===== src/csl_pkg.sv =====
`default_nettype none
// ----------------------------------------------------------------------------
// csl_pkg: shared types and constants of the chunk slot lookup
// Table sizes, field widths, the item carried between front and back, the
// state encodings and the remainder step of the bucket hash.
// ----------------------------------------------------------------------------
package csl_pkg;

  // Table geometry.
  localparam int CHUNK_BITS = 8;
  localparam int BUCKETS    = 1021;
  localparam int SLOTS      = 4096;

  // Field widths.
  localparam int COORD_W = 32;
  localparam int KEY_W   = 24;
  localparam int OFF_W   = 8;
  localparam int SLOT_W  = $clog2(SLOTS + 1);
  localparam int SLOT_AW = $clog2(SLOTS);
  localparam int BKT_W   = $clog2(BUCKETS);
  localparam int SLOT_DW = SLOT_W + 2 * KEY_W;

  // Hash remainder unit: the product is reduced one digit per cycle.
  localparam int PROD_W    = 2 * KEY_W;
  localparam int DIG_W     = 8;
  localparam int NDIG      = PROD_W / DIG_W;
  localparam int DIG_CNT_W = $clog2(NDIG);
  localparam int RED_W     = BKT_W + DIG_W;

  // Queue between front and back.
  localparam int QDEPTH = 2;
  localparam int QPTR_W = (QDEPTH > 1) ? $clog2(QDEPTH) : 1;
  localparam int QCNT_W = $clog2(QDEPTH + 1);

  // Mask that keeps the in-chunk offset of a coordinate.
  localparam logic [COORD_W-1:0] OFF_MASK = COORD_W'((64'd1 << CHUNK_BITS) - 64'd1);

  // A multiple of BUCKETS that is at least the largest product magnitude.
  // Adding it makes the product non-negative without changing its residue.
  localparam longint unsigned BIAS_Q =
    ((64'd1 << (PROD_W - 2)) + 64'(BUCKETS) - 64'd1) / 64'(BUCKETS);
  localparam logic [PROD_W-1:0] HASH_BIAS = PROD_W'(BIAS_Q * 64'(BUCKETS));

  // One classified item, as handed from front to back.
  typedef struct packed {
    logic [KEY_W-1:0] kx;
    logic [KEY_W-1:0] ky;
    logic [OFF_W-1:0] ox;
    logic [OFF_W-1:0] oy;
    logic [BKT_W-1:0] bucket;
  } csl_item_t;

  typedef enum logic [2:0] {
    F_IDLE,
    F_MUL,
    F_BIAS,
    F_RED,
    F_PUSH
  } front_state_t;

  typedef enum logic [2:0] {
    B_CLEAR,
    B_IDLE,
    B_HEAD,
    B_SLOT,
    B_ALLOC,
    B_LINK,
    B_DONE
  } back_state_t;

  // Shifts one digit into a remainder below BUCKETS and reduces it again.
  function automatic logic [BKT_W-1:0] mod_step(input logic [BKT_W-1:0] rem,
                                                input logic [DIG_W-1:0] dig);
    logic [RED_W-1:0] t;
    t = {rem, dig};
    for (int k = DIG_W - 1; k >= 0; k--) begin
      if (t >= (RED_W'(BUCKETS) << k)) begin
        t = t - (RED_W'(BUCKETS) << k);
      end
    end
    return t[BKT_W-1:0];
  endfunction

  // A slot reference that a chain walk may follow.
  function automatic logic link_ok(input logic [SLOT_W-1:0] s);
    return (s != '0) && (s <= SLOT_W'(SLOTS));
  endfunction

endpackage
`default_nettype wire


===== src/csl_queue.sv =====
`default_nettype none
// ----------------------------------------------------------------------------
// csl_queue: short item queue between front and back
// A small FIFO of classified items, so that front and back stall apart.
// ----------------------------------------------------------------------------
module csl_queue import csl_pkg::*; (
  input  wire logic      clk,
  input  wire logic      rst_n,
  input  wire logic      push,
  output logic           full,
  input  wire csl_item_t item_in,
  output logic           valid,
  input  wire logic      pop,
  output csl_item_t      item_out
);

  csl_item_t           mem [QDEPTH];
  logic [QPTR_W-1:0]   wr_ptr_r, wr_ptr_nxt;
  logic [QPTR_W-1:0]   rd_ptr_r, rd_ptr_nxt;
  logic [QCNT_W-1:0]   cnt_r, cnt_nxt;
  logic                do_push, do_pop;

  assign full     = (cnt_r == QCNT_W'(QDEPTH));
  assign valid    = (cnt_r != '0);
  assign item_out = mem[rd_ptr_r];
  assign do_push  = push && !full;
  assign do_pop   = pop && valid;

  // Pointer and fill count updates.
  always_comb begin
    wr_ptr_nxt = wr_ptr_r;
    rd_ptr_nxt = rd_ptr_r;
    cnt_nxt    = cnt_r;
    if (do_push) begin
      wr_ptr_nxt = (wr_ptr_r == QPTR_W'(QDEPTH - 1)) ? '0 : wr_ptr_r + 1'b1;
    end
    if (do_pop) begin
      rd_ptr_nxt = (rd_ptr_r == QPTR_W'(QDEPTH - 1)) ? '0 : rd_ptr_r + 1'b1;
    end
    if (do_push && !do_pop) begin
      cnt_nxt = cnt_r + 1'b1;
    end else if (do_pop && !do_push) begin
      cnt_nxt = cnt_r - 1'b1;
    end
  end

  always_ff @(posedge clk) begin
    if (!rst_n) begin
      wr_ptr_r <= '0;
      rd_ptr_r <= '0;
      cnt_r    <= '0;
    end else begin
      wr_ptr_r <= wr_ptr_nxt;
      rd_ptr_r <= rd_ptr_nxt;
      cnt_r    <= cnt_nxt;
    end
  end

  // Entry storage.
  always_ff @(posedge clk) begin
    if (do_push) begin
      mem[wr_ptr_r] <= item_in;
    end
  end

endmodule
`default_nettype wire


===== config.mk =====
export PLATFORM = sky130hd
export DESIGN_NAME = csl_queue
export DESIGN_NICKNAME = d
export VERILOG_FILES = /design/src/csl_pkg.sv /design/src/csl_queue.sv
export SDC_FILE = /design/constraint.sdc
export NUM_CORES = 1
export LEC_CHECK = 0
export BUFFER_PORTS_ARGS = -buffer_cell sky130_fd_sc_hd__buf_2
export CELL_PAD_IN_SITES_DETAIL_PLACEMENT = 1
export CELL_PAD_IN_SITES_GLOBAL_PLACEMENT = 2
export CORE_UTILIZATION = 38
export DETAILED_ROUTE_END_ITERATION = 6
export GPL_ROUTABILITY_DRIVEN = 0
export PLACE_DENSITY_LB_ADDON = 0.1
export SLEW_MARGIN = 0
export SYNTH_ARGS = -nofsm -noshare
export SYNTH_HDL_FRONTEND = slang
export SYNTH_SLANG_ARGS = --single-unit

===== constraint.sdc =====
create_clock -name clk -period 5.2 [get_ports clk]
set_input_delay 0.52 -clock clk [delete_from_list [all_inputs] [get_ports clk]]
set_output_delay 0.52 -clock clk [all_outputs]
set_load 0.1 [all_outputs]

Yosys cells after proc, flatten, opt, wreduce, memory -nomap -nowiden
Memory sizes are Yosys's and may differ from the RTL's. A register that Yosys moved wholly into a read port is not among the register bits.
Cells that the tools add are included.
{"block": "classes", "add_sub_neg": 4, "n_eq_ne": 1, "muxes": 8, "reduce_logical": 9}
{"operator": "$mux W1", "n": 6}
{"operator": "$logic_and A1 B1 Y1", "n": 4}
{"operator": "$mux W2", "n": 2}
{"operator": "$reduce_bool A2 Y1", "n": 2}
{"operator": "$logic_not A1 Y1", "n": 3}
{"operator": "$add A1 B1 Y1 const B", "n": 2}
{"operator": "$add A2 B1 Y2 const B", "n": 1}
{"operator": "$eq A2 B2 Y1 const B", "n": 1}
{"operator": "$sub A2 B1 Y2 const B", "n": 1}
{"block": "totals", "ff_bits": 4, "ramBits": 148, "in_bits": 78, "out_inout_bits": 76, "elab_cells": 26, "memories": 1}
{"memory": "mem", "depth": 2, "width": 74, "rd": 1, "rd_ports_with_merged_regs": 1, "write_ports": 1, "line_no": "csl_queue.sv:17", "rtl": "csl_item_t mem [QDEPTH];"}

Logic depth before layout (Yosys ltp)
{"block": "depth", "ltp_word": 7, "ltp_mapped": 7, "mapped_depth_nobuf": 7}

Least setup slack after synthesis
Ideal clock, no wire load.
{"block": "synth_path", "path_type": "register -> register", "start": "register cnt_r[0]", "end": "memory mem[0][0] (netlist name) (enable)", "setup_time_ps": 494, "arrival_ps": 3674, "required_ps": 4706, "path_slack_ps": 1032, "stages_incl_launch_ff": 4, "path_buffers": 0, "period_less_slack_ps": 4168, "path_cell_list": "dfxtp_1 -> nand2b_1 -> inv_2 -> nor3_2"}
{"block": "synth_via", "elab_chain_cells": 5}
{"item": "start: declaration", "line_no": "csl_queue.sv:20", "rtl": "logic [QCNT_W-1:0] cnt_r, cnt_nxt;"}
{"item": "start signal: assignment", "line_no": "csl_queue.sv:55", "rtl": "cnt_r <= cnt_nxt;"}
{"item": "$eq A2 B2 Y1", "line_no": "csl_queue.sv:23", "rtl": "assign full = (cnt_r == QCNT_W'(QDEPTH));"}
{"item": "net full", "line_no": "csl_queue.sv:10", "rtl": "output logic full,"}
{"item": "$logic_not A1 Y1", "line_no": "csl_queue.sv:26", "rtl": "assign do_push = push && !full;"}
{"item": "$logic_and A1 B1 Y1", "line_no": "csl_queue.sv:26"}
{"item": "$mux W1", "line_no": "csl_queue.sv:61", "rtl": "if (do_push) begin"}
{"item": "$mux W1 (implied by the code)", "line_no": "csl_queue.sv:62", "rtl": "mem[wr_ptr_r] <= item_in;"}
{"item": "end: declaration", "line_no": "csl_queue.sv:17"}
The timed path passes the listed nets, and every way through them passes these cells.

==> parameters.txt <==
Parameter                              Value

Floorplanning
  Die area ... 15200 sq um
  Chip Height ... 123 um
  Starting utilization of the core area ... 39.7%
  Floorplan Core Area ... 14100 sq um
  Die boundary width ... 123 um
  Number of cell rows ... 43
  Ports placed on the boundary ... 154

Cells and area
  Fraction of layout cells with a size suffix above 1 ... 46.8%
  Filler cells ... 1351
  Synth-to-layout area growth ... 27.2%
  Diode count ... 0
  Fin nets ... 500
  End-of-flow core utilization ... 50.5%

CTS
  Num CTS Buffers ... 17
  Clock latency on the worst-skew pair ... 0.42 ns
  Post-CTS Setup Inserts ... 0
  Htree depth ... 4
  Clock-pin slew reported for the worst setup and hold paths after clock tree synthesis ... 0.06 ns
  Number of buffers between clock root and the deepest sink ... 2
  Root buffer cell ... sky130_fd_sc_hd__clkbuf_16
  Clock tree from TritonCTS ... built
  Clock sink total ... 153
  Gates resized, CTS repair ... 0
  Quantity of hold-fixing buffers added after cts ... 0

Worst setup path
  Crit. End Element ... output pin
  Cell depth of the worst flop-to-flop path ... 2
  Reg-to-reg slack, setup ... 3.29 ns
  Worst stage delay on the critical path ... 1.03 ns
  Required arrival time at the worst endpoint ... 4.68 ns
  Last element of the critical path ... item_out[13]
  Crit Path Max Fanout ... 74
  Critical Path Source Type ... register
  Launch point of the worst reg-to-reg path ... cnt_r[0]$_SDFFE_PN0P_
  CP Cell Sequence ... mux2_1, buf_2
  CP Class ... reg -> out
  Worst Path Arrival ... 2.24 ns
  Cell type of the slowest stage on the worst timing path ... sky130_fd_sc_hd__dfxtp_4
  Endpoint of the most critical register-to-register path ... mem[1][43]$_DFFE_PP_

Route
  Pre-antenna DRT Iters ... 4
  Per-cell routed wire length ... 17.3 um
  Via-per-instance ratio ... 4.73
  Count of nets left with antenna violations after detail routing ... 0
  Routed via count ... 2905
  Post-detailed-route DRC marker count ... 0
  Detailed-route wire length ... 10600 um
  Count of routing violations after the opening detailed-route iteration ... 155

Synth
  Syn_area_per_cell ... 21.9 sq um
  Syn Inst Count ... 255
  Register area share after synthesis ... 81.2%
  Count of unique library cells instantiated by Yosys ... 24
  Number of flops mapped to enable cells by yosys ... 148
  Number of synthesized register bits ... 153
  Yosys synthesis warning count ... 0
  Net Count, Synth ... 334
  Most instantiated flip-flop cell in the synthesis netlist ... sky130_fd_sc_hd__edfxtp_1
  Combined area of all synthesized cells ... 5590 sq um
  Share of synthesized registers carrying an async set or reset ... 0%

STA
  Final count of hold timing violations ... 0
  Worst slew margin ... 28.7%
  Final worst-path cycle share ... 53.1%
  RSZ-0062 raised after global routing ... no
  FMAX ... 362 MHz
  Worst-margin pin slew ... 1.07 ns
  Final Skew ... 0.00590 ns
  Slew Viols, Final ... 0
  Time the worst path needs with I/O delays and setup ... 2.76 ns
  Post-Route Setup TNS ... 0 ns
  Total of endpoints with negative setup slack in the final report ... 0

GRT
  Global routing usage summed across all routing layers ... 15.0%
  Number of global-route vias before repair ... 3130
  Largest net degree at the start of global routing ... 75
  Total congestion overflow ... 0
  Global-route wire length before repair ... 16100 um
  Antenna violations before repair ... 1

Place
  Count of input and output buffers ... 153
  Final HPWL from detailed placement ... 6530 um

Outcome
  Status ... completed

Hold path
  Worst hold-check path type ... in -> reg

Flow run
  Max-cap violations ... 0
## cells by family (layout without fill, tap and decap cells)
kind of cell    after synthesis  after routing  share of synthesized area, %
compound gates                5              5                         0.582
xor+xnor                      3              3                         0.470
buf+inv                      10            189                          1.57
flops                       153            153                          81.2
simple gates                  9              9                          1.03
mux                          74             74                          14.9
fa+ha+maj                     1              1                         0.224
## worst min path at each step
stage / from / slack, ns / to / cells past startpoint
5_1_grt: item_in[72] / 0.27 / mem[0][72]$_DFFE_PP_ / 1
3_3_place_gp: cnt_r[1]$_SDFFE_PN0P_ / 0.50 / cnt_r[1]$_SDFFE_PN0P_ / 2
4_1_cts: item_in[9] / 0.26 / mem[0][9]$_DFFE_PP_ / 1
3_5_place_dp: cnt_r[1]$_SDFFE_PN0P_ / 0.52 / cnt_r[1]$_SDFFE_PN0P_ / 2
2_1_floorplan: cnt_r[1]$_SDFFE_PN0P_ / 0.48 / cnt_r[1]$_SDFFE_PN0P_ / 2
6_report: item_in[69] / 0.29 / mem[0][69]$_DFFE_PP_ / 1
## layer usage
layer  part of all wire [%]  wire length (um)  vias to the layer above  GRT usage, %
met4                    1.7               185                        0          7.68
met2                     51              5440                      101          25.7
li1                       -                 -                     1340             -
met3                    7.8               823                       17          5.77
met5                      0                 0                        -             0
met1                     39              4170                     1447          16.0
## stage by stage
step,cells,hold slack [ns],cell area [sq um],setup slack [ns]
2_1_floorplan,255,0.479,5590,1.03
3_3_place_gp,582,0.497,6540,2.84
3_5_place_dp,582,0.516,6540,2.81
4_1_cts,614,0.264,7120,2.35
5_1_grt,614,0.270,7120,2.29
6_report,614,0.289,7120,2.44
## area by class of cell
type | instances | area (sq um) | area share, %
sequential | 153 | 4550 | 63.9
clock inverter | 15 | 158 | 2.21
inverter | 2 | 7.51 | 0.105
tap | 180 | 225 | 3.16
timing repair buffer | 155 | 781 | 11.0
multi-input combinational | 92 | 973 | 13.7
clock buffer | 17 | 425 | 5.98
## cell usage in the layout (no fill, tap or decap), types with 3 or more instances in the layout
cell type	Yosys	routed
sky130_fd_sc_hd__clkinv_2	0	5
sky130_fd_sc_hd__and2_1	3	3
sky130_fd_sc_hd__clkinvlp_4	0	3
sky130_fd_sc_hd__mux2_2	14	14
sky130_fd_sc_hd__dfxtp_1	5	4
sky130_fd_sc_hd__mux2_1	60	60
sky130_fd_sc_hd__bufinv_16	0	3
sky130_fd_sc_hd__clkinv_1	0	3
sky130_fd_sc_hd__edfxtp_1	148	148
sky130_fd_sc_hd__clkbuf_16	0	17
sky130_fd_sc_hd__buf_2	1	153
## sequential cells by signal (all words and copies together), names as in the netlist, named ones only
signal	flops
mem	148
cnt_r	2
rd_ptr_r	1
wr_ptr_r	1
## cells in the mapped netlist, types with 2 or more instances
cell / number / share of area [%]
sky130_fd_sc_hd__mux2_2: 14 / 2.8
sky130_fd_sc_hd__xnor2_1: 2 / 0.31
sky130_fd_sc_hd__mux2_1: 60 / 12
sky130_fd_sc_hd__buf_6: 6 / 1.2
sky130_fd_sc_hd__and2_1: 3 / 0.34
sky130_fd_sc_hd__edfxtp_1: 148 / 79
sky130_fd_sc_hd__dfxtp_1: 5 / 1.8
## worst max-delay path, delay by kind of cell, from the launching register on
| kind | cells | cell delay (ns) |
|---|---|---|
| buffers and inverters | 1 | 0.43 |
| muxes | 1 | 0.29 |
| DFF | 1 | 1.03 |
Power is left out: the tool's default activity adds up to more than one toggle a clock period on the data nets, which glitch-free logic cannot reach.
