### src/csl_pkg.sv
`default_nettype none
// ----------------------------------------------------------------------------
// csl_pkg: shared types and constants of the chunk slot lookup
// Table sizes, field widths, the item carried between front and back, the
// state encodings and the remainder step of the bucket hash.
// ----------------------------------------------------------------------------
package csl_pkg;

  // Table geometry.
  localparam int CHUNK_BITS = 8;
  localparam int BUCKETS    = 1021;
  localparam int SLOTS      = 4096;

  // Field widths.
  localparam int COORD_W = 32;
  localparam int KEY_W   = 24;
  localparam int OFF_W   = 8;
  localparam int SLOT_W  = $clog2(SLOTS + 1);
  localparam int SLOT_AW = $clog2(SLOTS);
  localparam int BKT_W   = $clog2(BUCKETS);
  localparam int SLOT_DW = SLOT_W + 2 * KEY_W;

  // Hash remainder unit: the product is reduced one digit per cycle.
  localparam int PROD_W    = 2 * KEY_W;
  localparam int DIG_W     = 8;
  localparam int NDIG      = PROD_W / DIG_W;
  localparam int DIG_CNT_W = $clog2(NDIG);
  localparam int RED_W     = BKT_W + DIG_W;

  // Queue between front and back.
  localparam int QDEPTH = 2;
  localparam int QPTR_W = (QDEPTH > 1) ? $clog2(QDEPTH) : 1;
  localparam int QCNT_W = $clog2(QDEPTH + 1);

  // Mask that keeps the in-chunk offset of a coordinate.
  localparam logic [COORD_W-1:0] OFF_MASK = COORD_W'((64'd1 << CHUNK_BITS) - 64'd1);

  // A multiple of BUCKETS that is at least the largest product magnitude.
  // Adding it makes the product non-negative without changing its residue.
  localparam longint unsigned BIAS_Q =
    ((64'd1 << (PROD_W - 2)) + 64'(BUCKETS) - 64'd1) / 64'(BUCKETS);
  localparam logic [PROD_W-1:0] HASH_BIAS = PROD_W'(BIAS_Q * 64'(BUCKETS));

  // One classified item, as handed from front to back.
  typedef struct packed {
    logic [KEY_W-1:0] kx;
    logic [KEY_W-1:0] ky;
    logic [OFF_W-1:0] ox;
    logic [OFF_W-1:0] oy;
    logic [BKT_W-1:0] bucket;
  } csl_item_t;

  typedef enum logic [2:0] {
    F_IDLE,
    F_MUL,
    F_BIAS,
    F_RED,
    F_PUSH
  } front_state_t;

  typedef enum logic [2:0] {
    B_CLEAR,
    B_IDLE,
    B_HEAD,
    B_SLOT,
    B_ALLOC,
    B_LINK,
    B_DONE
  } back_state_t;

  // Shifts one digit into a remainder below BUCKETS and reduces it again.
  function automatic logic [BKT_W-1:0] mod_step(input logic [BKT_W-1:0] rem,
                                                input logic [DIG_W-1:0] dig);
    logic [RED_W-1:0] t;
    t = {rem, dig};
    for (int k = DIG_W - 1; k >= 0; k--) begin
      if (t >= (RED_W'(BUCKETS) << k)) begin
        t = t - (RED_W'(BUCKETS) << k);
      end
    end
    return t[BKT_W-1:0];
  endfunction

  // A slot reference that a chain walk may follow.
  function automatic logic link_ok(input logic [SLOT_W-1:0] s);
    return (s != '0) && (s <= SLOT_W'(SLOTS));
  endfunction

endpackage
`default_nettype wire

### src/csl_front.sv
`default_nettype none
// ----------------------------------------------------------------------------
// csl_front: coordinate split and bucket hash
// Accepts one pixel item, splits it into chunk key and offsets, forms the
// key product and reduces it modulo BUCKETS one digit per cycle.
// ----------------------------------------------------------------------------
module csl_front import csl_pkg::*; (
  input  wire logic                      clk,
  input  wire logic                      rst_n,
  input  wire logic                      in_push,
  output logic                           in_full,
  input  wire logic signed [COORD_W-1:0] in_pixel_x,
  input  wire logic signed [COORD_W-1:0] in_pixel_y,
  input  wire logic                      init_busy,
  output logic                           q_push,
  output csl_item_t                      q_item,
  input  wire logic                      q_full
);

  front_state_t state_r, state_nxt;
  logic [DIG_CNT_W-1:0] dig_r, dig_nxt;

  logic signed [KEY_W-1:0]  kx_r, ky_r;
  logic [OFF_W-1:0]         ox_r, oy_r;
  logic signed [PROD_W-1:0] prod_r;
  logic [PROD_W-1:0]        u_r;
  logic [BKT_W-1:0]         rem_r;

  logic                      accept;
  logic signed [COORD_W-1:0] shift_x, shift_y;
  logic [COORD_W-1:0]        mask_x, mask_y;

  // The front takes an item when idle, or while handing the last one over.
  always_comb begin
    in_full = 1'b1;
    if (!init_busy) begin
      if (state_r == F_IDLE) begin
        in_full = 1'b0;
      end else if (state_r == F_PUSH && !q_full) begin
        in_full = 1'b0;
      end
    end
  end

  assign accept = in_push && !in_full;

  // Floor division by the chunk size is an arithmetic shift.
  assign shift_x = in_pixel_x >>> CHUNK_BITS;
  assign shift_y = in_pixel_y >>> CHUNK_BITS;
  assign mask_x  = in_pixel_x & OFF_MASK;
  assign mask_y  = in_pixel_y & OFF_MASK;

  // Next state.
  always_comb begin
    state_nxt = state_r;
    unique case (state_r)
      F_IDLE: begin
        if (accept) begin
          state_nxt = F_MUL;
        end
      end
      F_MUL:  state_nxt = F_BIAS;
      F_BIAS: state_nxt = F_RED;
      F_RED: begin
        if (dig_r == DIG_CNT_W'(NDIG - 1)) begin
          state_nxt = F_PUSH;
        end
      end
      F_PUSH: begin
        if (!q_full) begin
          state_nxt = accept ? F_MUL : F_IDLE;
        end
      end
      default: state_nxt = F_IDLE;
    endcase
  end

  // Outputs and digit counter.
  always_comb begin
    q_push  = (state_r == F_PUSH);
    q_item  = '{kx: kx_r, ky: ky_r, ox: ox_r, oy: oy_r, bucket: rem_r};
    dig_nxt = dig_r;
    if (state_r == F_BIAS) begin
      dig_nxt = '0;
    end else if (state_r == F_RED) begin
      dig_nxt = dig_r + 1'b1;
    end
  end

  // Control registers.
  always_ff @(posedge clk) begin
    if (!rst_n) begin
      state_r <= F_IDLE;
      dig_r   <= '0;
    end else begin
      state_r <= state_nxt;
      dig_r   <= dig_nxt;
    end
  end

  // Datapath: split, multiply, bias, then one remainder digit per cycle.
  always_ff @(posedge clk) begin
    if (accept) begin
      kx_r <= shift_x[KEY_W-1:0];
      ky_r <= shift_y[KEY_W-1:0];
      ox_r <= mask_x[OFF_W-1:0];
      oy_r <= mask_y[OFF_W-1:0];
    end
    if (state_r == F_MUL) begin
      prod_r <= kx_r * ky_r;
    end
    if (state_r == F_BIAS) begin
      u_r   <= prod_r + HASH_BIAS;
      rem_r <= '0;
    end
    if (state_r == F_RED) begin
      rem_r <= mod_step(rem_r, u_r[PROD_W-1 -: DIG_W]);
      u_r   <= u_r << DIG_W;
    end
  end

endmodule
`default_nettype wire

### config.mk
export PLATFORM = sky130hd
export DESIGN_NAME = csl_front
export DESIGN_NICKNAME = d
export VERILOG_FILES = /design/src/csl_pkg.sv /design/src/csl_front.sv
export SDC_FILE = /design/constraint.sdc
export NUM_CORES = 2
export LEC_CHECK = 0
export BUFFER_PORTS_ARGS = -buffer_cell sky130_fd_sc_hd__buf_2
export CORE_ASPECT_RATIO = 0.8
export CORE_MARGIN = 3
export CORE_UTILIZATION = 44
export CTS_CLUSTER_SIZE = 16
export DETAILED_ROUTE_END_ITERATION = 16
export GPL_TIMING_DRIVEN = 0
export PLACE_DENSITY = 0.65
export RECOVER_POWER = 25
export SYNTH_ARGS = -nofsm -noshare
export SYNTH_HDL_FRONTEND = slang
export SYNTH_SLANG_ARGS = --single-unit
### constraint.sdc
create_clock -name clk -period 11.1 [get_ports clk]
set_clock_uncertainty 0.05 [all_clocks]
set_input_delay 1.665 -clock clk [delete_from_list [all_inputs] [get_ports clk]]
set_output_delay 1.665 -clock clk [all_outputs]
set_load 0.03 [all_outputs]
# Word level (Yosys, flattened, before mapping)
# Index checks and enable logic that the tools add are counted.
dict set report word_totals {
  ff_bits 176
  inputBits 69
  output_inout_bits 76
  wordCells 73
}
dict set report op_classes {
  magnitude_cmp 8
  mul 1
  add_sub_neg 10
  n_reduce_logical 8
  n_eq_ne 8
  mux 27
  n_bitwise 1
}
# op n
set ops {}
lappend ops {{18-bit 2-to-1 mux} 14}
lappend ops {{48-bit 2-to-1 mux} 2}
lappend ops {{48-bit by 47-bit adder with 48-bit output (second input constant)} 1}
lappend ops {{24-bit by 24-bit multiplier with 48-bit output} 1}
lappend ops {{10-bit 2-to-1 mux} 3}
lappend ops {{18-bit by 10-bit greater-or-equal comparator with 1-bit output (second input constant)} 1}
lappend ops {{18-bit by 11-bit greater-or-equal comparator with 1-bit output (second input constant)} 1}
lappend ops {{18-bit by 12-bit greater-or-equal comparator with 1-bit output (second input constant)} 1}
lappend ops {{18-bit by 13-bit greater-or-equal comparator with 1-bit output (second input constant)} 1}
lappend ops {{18-bit by 14-bit greater-or-equal comparator with 1-bit output (second input constant)} 1}
lappend ops {{18-bit by 15-bit greater-or-equal comparator with 1-bit output (second input constant)} 1}
lappend ops {{18-bit by 16-bit greater-or-equal comparator with 1-bit output (second input constant)} 1}
lappend ops {{18-bit by 17-bit greater-or-equal comparator with 1-bit output (second input constant)} 1}
lappend ops {{18-bit by 11-bit subtractor with 18-bit output (second input constant)} 1}
lappend ops {{18-bit by 12-bit subtractor with 18-bit output (second input constant)} 1}
lappend ops {{18-bit by 13-bit subtractor with 18-bit output (second input constant)} 1}
lappend ops {{18-bit by 14-bit subtractor with 18-bit output (second input constant)} 1}
lappend ops {{18-bit by 15-bit subtractor with 18-bit output (second input constant)} 1}
lappend ops {{18-bit by 16-bit subtractor with 18-bit output (second input constant)} 1}
lappend ops {{18-bit by 17-bit subtractor with 18-bit output (second input constant)} 1}
lappend ops {{3-bit one-hot mux with 5 select lines} 1}
lappend ops {{10-bit subtractor (second input constant)} 1}
lappend ops {{3-bit 2-to-1 mux} 3}
lappend ops {{3-bit by 2-bit equality test with 1-bit output (second input constant)} 2}
lappend ops {{12 further kinds} 20}

# Logic depth before layout (Yosys ltp)
dict set report depth {
  depth_word 24
  depth_mapped 35
  mapped_depth_nobuf 34
}

# Worst setup path after synthesis
# Ideal clock, no wire load.
dict set report synth_timing {
  path_type {flip-flop to flip-flop}
  start {reg ky_r[3]}
  end {reg prod_r[46] (data pin)}
  arrival_ns 8.308
  setup_time_ns 0.257
  n_path_buf 1
  t_required_ns 10.793
  stages_incl_launch_ff 33
  synth_period_minus_slack_ns 8.616
  setup_slack_ns 2.484
  cell_sequence {edfxtp_1 > clkbuf_1 > nand2_1 > fa_1 > inv_1 > fa_1 > fa_1 > ha_1 > inv_1 > fa_1 > fa_1 > fa_1 > inv_1 > ha_1 > inv_1 > o21bai_1 > a21oi_1 > o21bai_1 > a21oi_1 > o21ai_0 > a211o_1 > a2111oi_0 > o31ai_1 > o41ai_1 > o2111a_1 > or4_1 > a31oi_1 > a41oi_1 > a2111oi_0 > o21ai_0 > a21oi_1 > o41a_1 > xor2_1}
}
dict set report synth_via {
  elab_chain_cells 1
}
# element line_no
set synth_rtl {}
lappend synth_rtl {{start, declared} csl_front.sv:23} ;# logic signed [KEY_W-1:0] kx_r, ky_r;
lappend synth_rtl {{start signal, assigned} csl_front.sv:105} ;# ky_r <= shift_y[KEY_W-1:0];
lappend synth_rtl {{24-bit by 24-bit multiplier with 48-bit output} csl_front.sv:110} ;# prod_r <= kx_r * ky_r;
lappend synth_rtl {{end signal, assigned} csl_front.sv:110}
lappend synth_rtl {{end, declared} csl_front.sv:25} ;# logic signed [PROD_W-1:0] prod_r;
# Every way passes these cells.
# A chain may end at the register's enable or synchronous reset.

# Final worst setup path
dict set report layout_timing {
  start {reg ky_r[2]}
  end {reg prod_r[46] (data pin)}
}
# The elaborated chain is that of the path after synthesis.

==> flow_summary.ini <==
[status]
status = finished, final reports clean

[timing]
fmax_ghz = 0.0950
worstMarginPinSlew_ns = 1.03
final_hold_viol_count = 0
setup_tns_ns = 0
fin_crit_sh_pct = 94.8
holdWs_ns = 0.417
rsz0062_at_grt = no
period_needed_ns = 10.53
slew_headroom_pct = 31.3
report.final.slew_viol_count = 0
setup_viol = 0

[final_layout]
final.fill_count = 6593
final_util_pct = 48.5
nNetsFinal = 4224
areaGrowthSynthToFinish_pct = 8.22
diodes = 0
mostFrequentLayoutCell = inv_1
final_cell_mix = inv_1 (625), fa_1 (607), nand2_1 (444)
drive_gt1_share_pct = 8.07

[run]
drv_cap = 0

[floorplanning]
core_mm2 = 0.0694
die_area_mm2 = 0.0740
initial_core_util_pct = 44.8
rows = 86
die_y_um = 244
io_pins = 145
die_w_um = 303

[yosys]
synth-seq-area-share_pct = 16.5
synth_edf_count = 162
avgSynthCellArea_um2 = 9.61
yosysTopAreaCell = fa_1
synth_area_leaders = fa_1 (39%), edfxtp_1 (16%), inv_1 (7.6%)
synthCells = 3238
synthFlopType = edfxtp_1
ys_async_sr_fraction_pct = 0
synth.top_cell.area_share_pct = 39.1
synth_seq_cells = 176
synth_area_mm2 = 0.0311
yosysWarningCount = 0
synth_cell_types = 118
synth_nets = 4055

[worst_setup_path]
cp-end-kind = register
critical-path-max-stage-delay_ns = 0.79
path_max_fanout = 10
cp-start-kind = register
worstPathRequired_ns = 11.35
crit_path_frequent_cell = fa_1
crit_slowest_cell = edfxtp_1
critPathKind = reg -> reg
critPathArrivalTime_ns = 10.78

[clock_network]
clk_path_buf_depth = 2
cts_tree = yes
worstSkewPairLatency_ns = 0.52
cts_root_buf = clkbuf_16
cts_setup_buffers = 0
path_clk_slew_ns = 0.09
cts_buffers = 17
numClockSinks = 176
htree_levels = 4

[drt]
drt-wirelength-per-cell_um = 20.9
vias_per_cell = 5.38
ant_nets = 0
vias = 23400
drc = 0
wirelength_um = 90900
drt-initial-drc-count = 1759
dr.pass1.iters = 5

[placed_design]
numPortBuffers = 144
hpwlAfterDp_um = 74600
gp_congestion = 1.01

[global_routing]
antenna_found_initial = 4
grt_start_max_net_pins = 63
grt_pass1_vias = 23800
grt-ovfl-total = 0
groute.usage.overall_pct = 25.5
grt_first_pass_wirelength_um = 141000

[hold_path]
hp-class = reg -> reg
[cell usage after synthesis (all sizes together) (11+ instances only)]
cell / n
nor2: 150
o21a: 11
nand2: 445
o21ai: 46
fa: 607
or3: 21
a211oi: 11
a21o: 15
and2: 223
nand3: 46
a31oi: 18
nand2b: 33
nand4: 16
and3: 21
xor2: 43
dfxtp: 14
inv: 626
nor3: 43
o211ai: 19
a21oi: 116
edfxtp: 162
o31ai: 17
mux2i: 15
or2: 12
xnor2: 77
clkbuf: 118
ha: 141
buf: 19
[worst paths after layout]
check,from,to,slack (ns),cells past startpoint
worst max-delay path,ky_r[2],prod_r[46],0.57,31
worst min-delay path,u_r[2],u_r[2],0.42,2
worst max register to register,ky_r[2],prod_r[46],0.57,31
worst min register to register,u_r[2],u_r[2],0.42,2
[cells by family (layout without fill, tap and decap cells)]
group,count (synthesis),after routing,synth area share [%]
AOI/OAI and AO/OA,358,358,8.70
xor gates and xnor gates,120,120,3.43
adders and majority gates,752,752,44.9
buffers and inverters,763,945,9.40
DFF,176,176,16.5
muxes,17,17,0.567
and+or+nand+nor,1052,1052,16.5
[layer usage]
layer	GRT usage [%]	share of wire, %
met4	7.79	2.9
met2	36.1	42
met5	0	0.044
met3	11.0	13
met1	35.3	42
[flip-flops by register name, indices dropped and copies added, names as in the netlist]
| name | count |
|---|---|
| oy_r | 8 |
| u_r | 48 |
| kx_r | 24 |
| state_r | 3 |
| ox_r | 8 |
| rem_r | 10 |
| ky_r | 24 |
| dig_r | 3 |
| prod_r | 48 |
[worst max-delay path, delay by kind of cell, from the launching register on]
kind / cells / cell delay (ns)
buf+inv: 4 / 0.90
fa+ha+maj: 8 / 3.41
flops: 1 / 0.79
simple gates: 2 / 0.42
xor+xnor: 1 / 0.28
compound gates: 16 / 4.44
[through the flow]
step | worst slack (ns) | instance area, µm² | cells
after global routing | 0.0909 | 33700 | 4344
final | 0.573 | 33700 | 4344
after detailed placement | 0.658 | 33100 | 4312
after CTS | 0.628 | 33700 | 4344
after floorplan | 2.48 | 31100 | 3238
after global placement | 0.755 | 33000 | 4306
[what timing repair did]
action | CTS | global route
hold buffers | 0 | 0
endpoints found under the hold margin | 0 | 0
endpoints found under the setup margin | 0 | 1
gates resized for setup | 0 | 7
[area by class of cell]
cell class / count / area (µm²) / area share (%)
plain buffers: 137 / 576 / 1.71
clock buffers: 17 / 425 / 1.26
clock inverters: 15 / 184 / 0.546
inverters: 626 / 2350 / 6.99
multi-input cells: 2299 / 23000 / 68.4
flip-flops and latches: 176 / 5140 / 15.3
well taps: 924 / 1160 / 3.43
repair buffers: 150 / 786 / 2.33
Power is not shown: default switching activity piles up to over one toggle a cycle in this logic, so the estimate is an artifact.
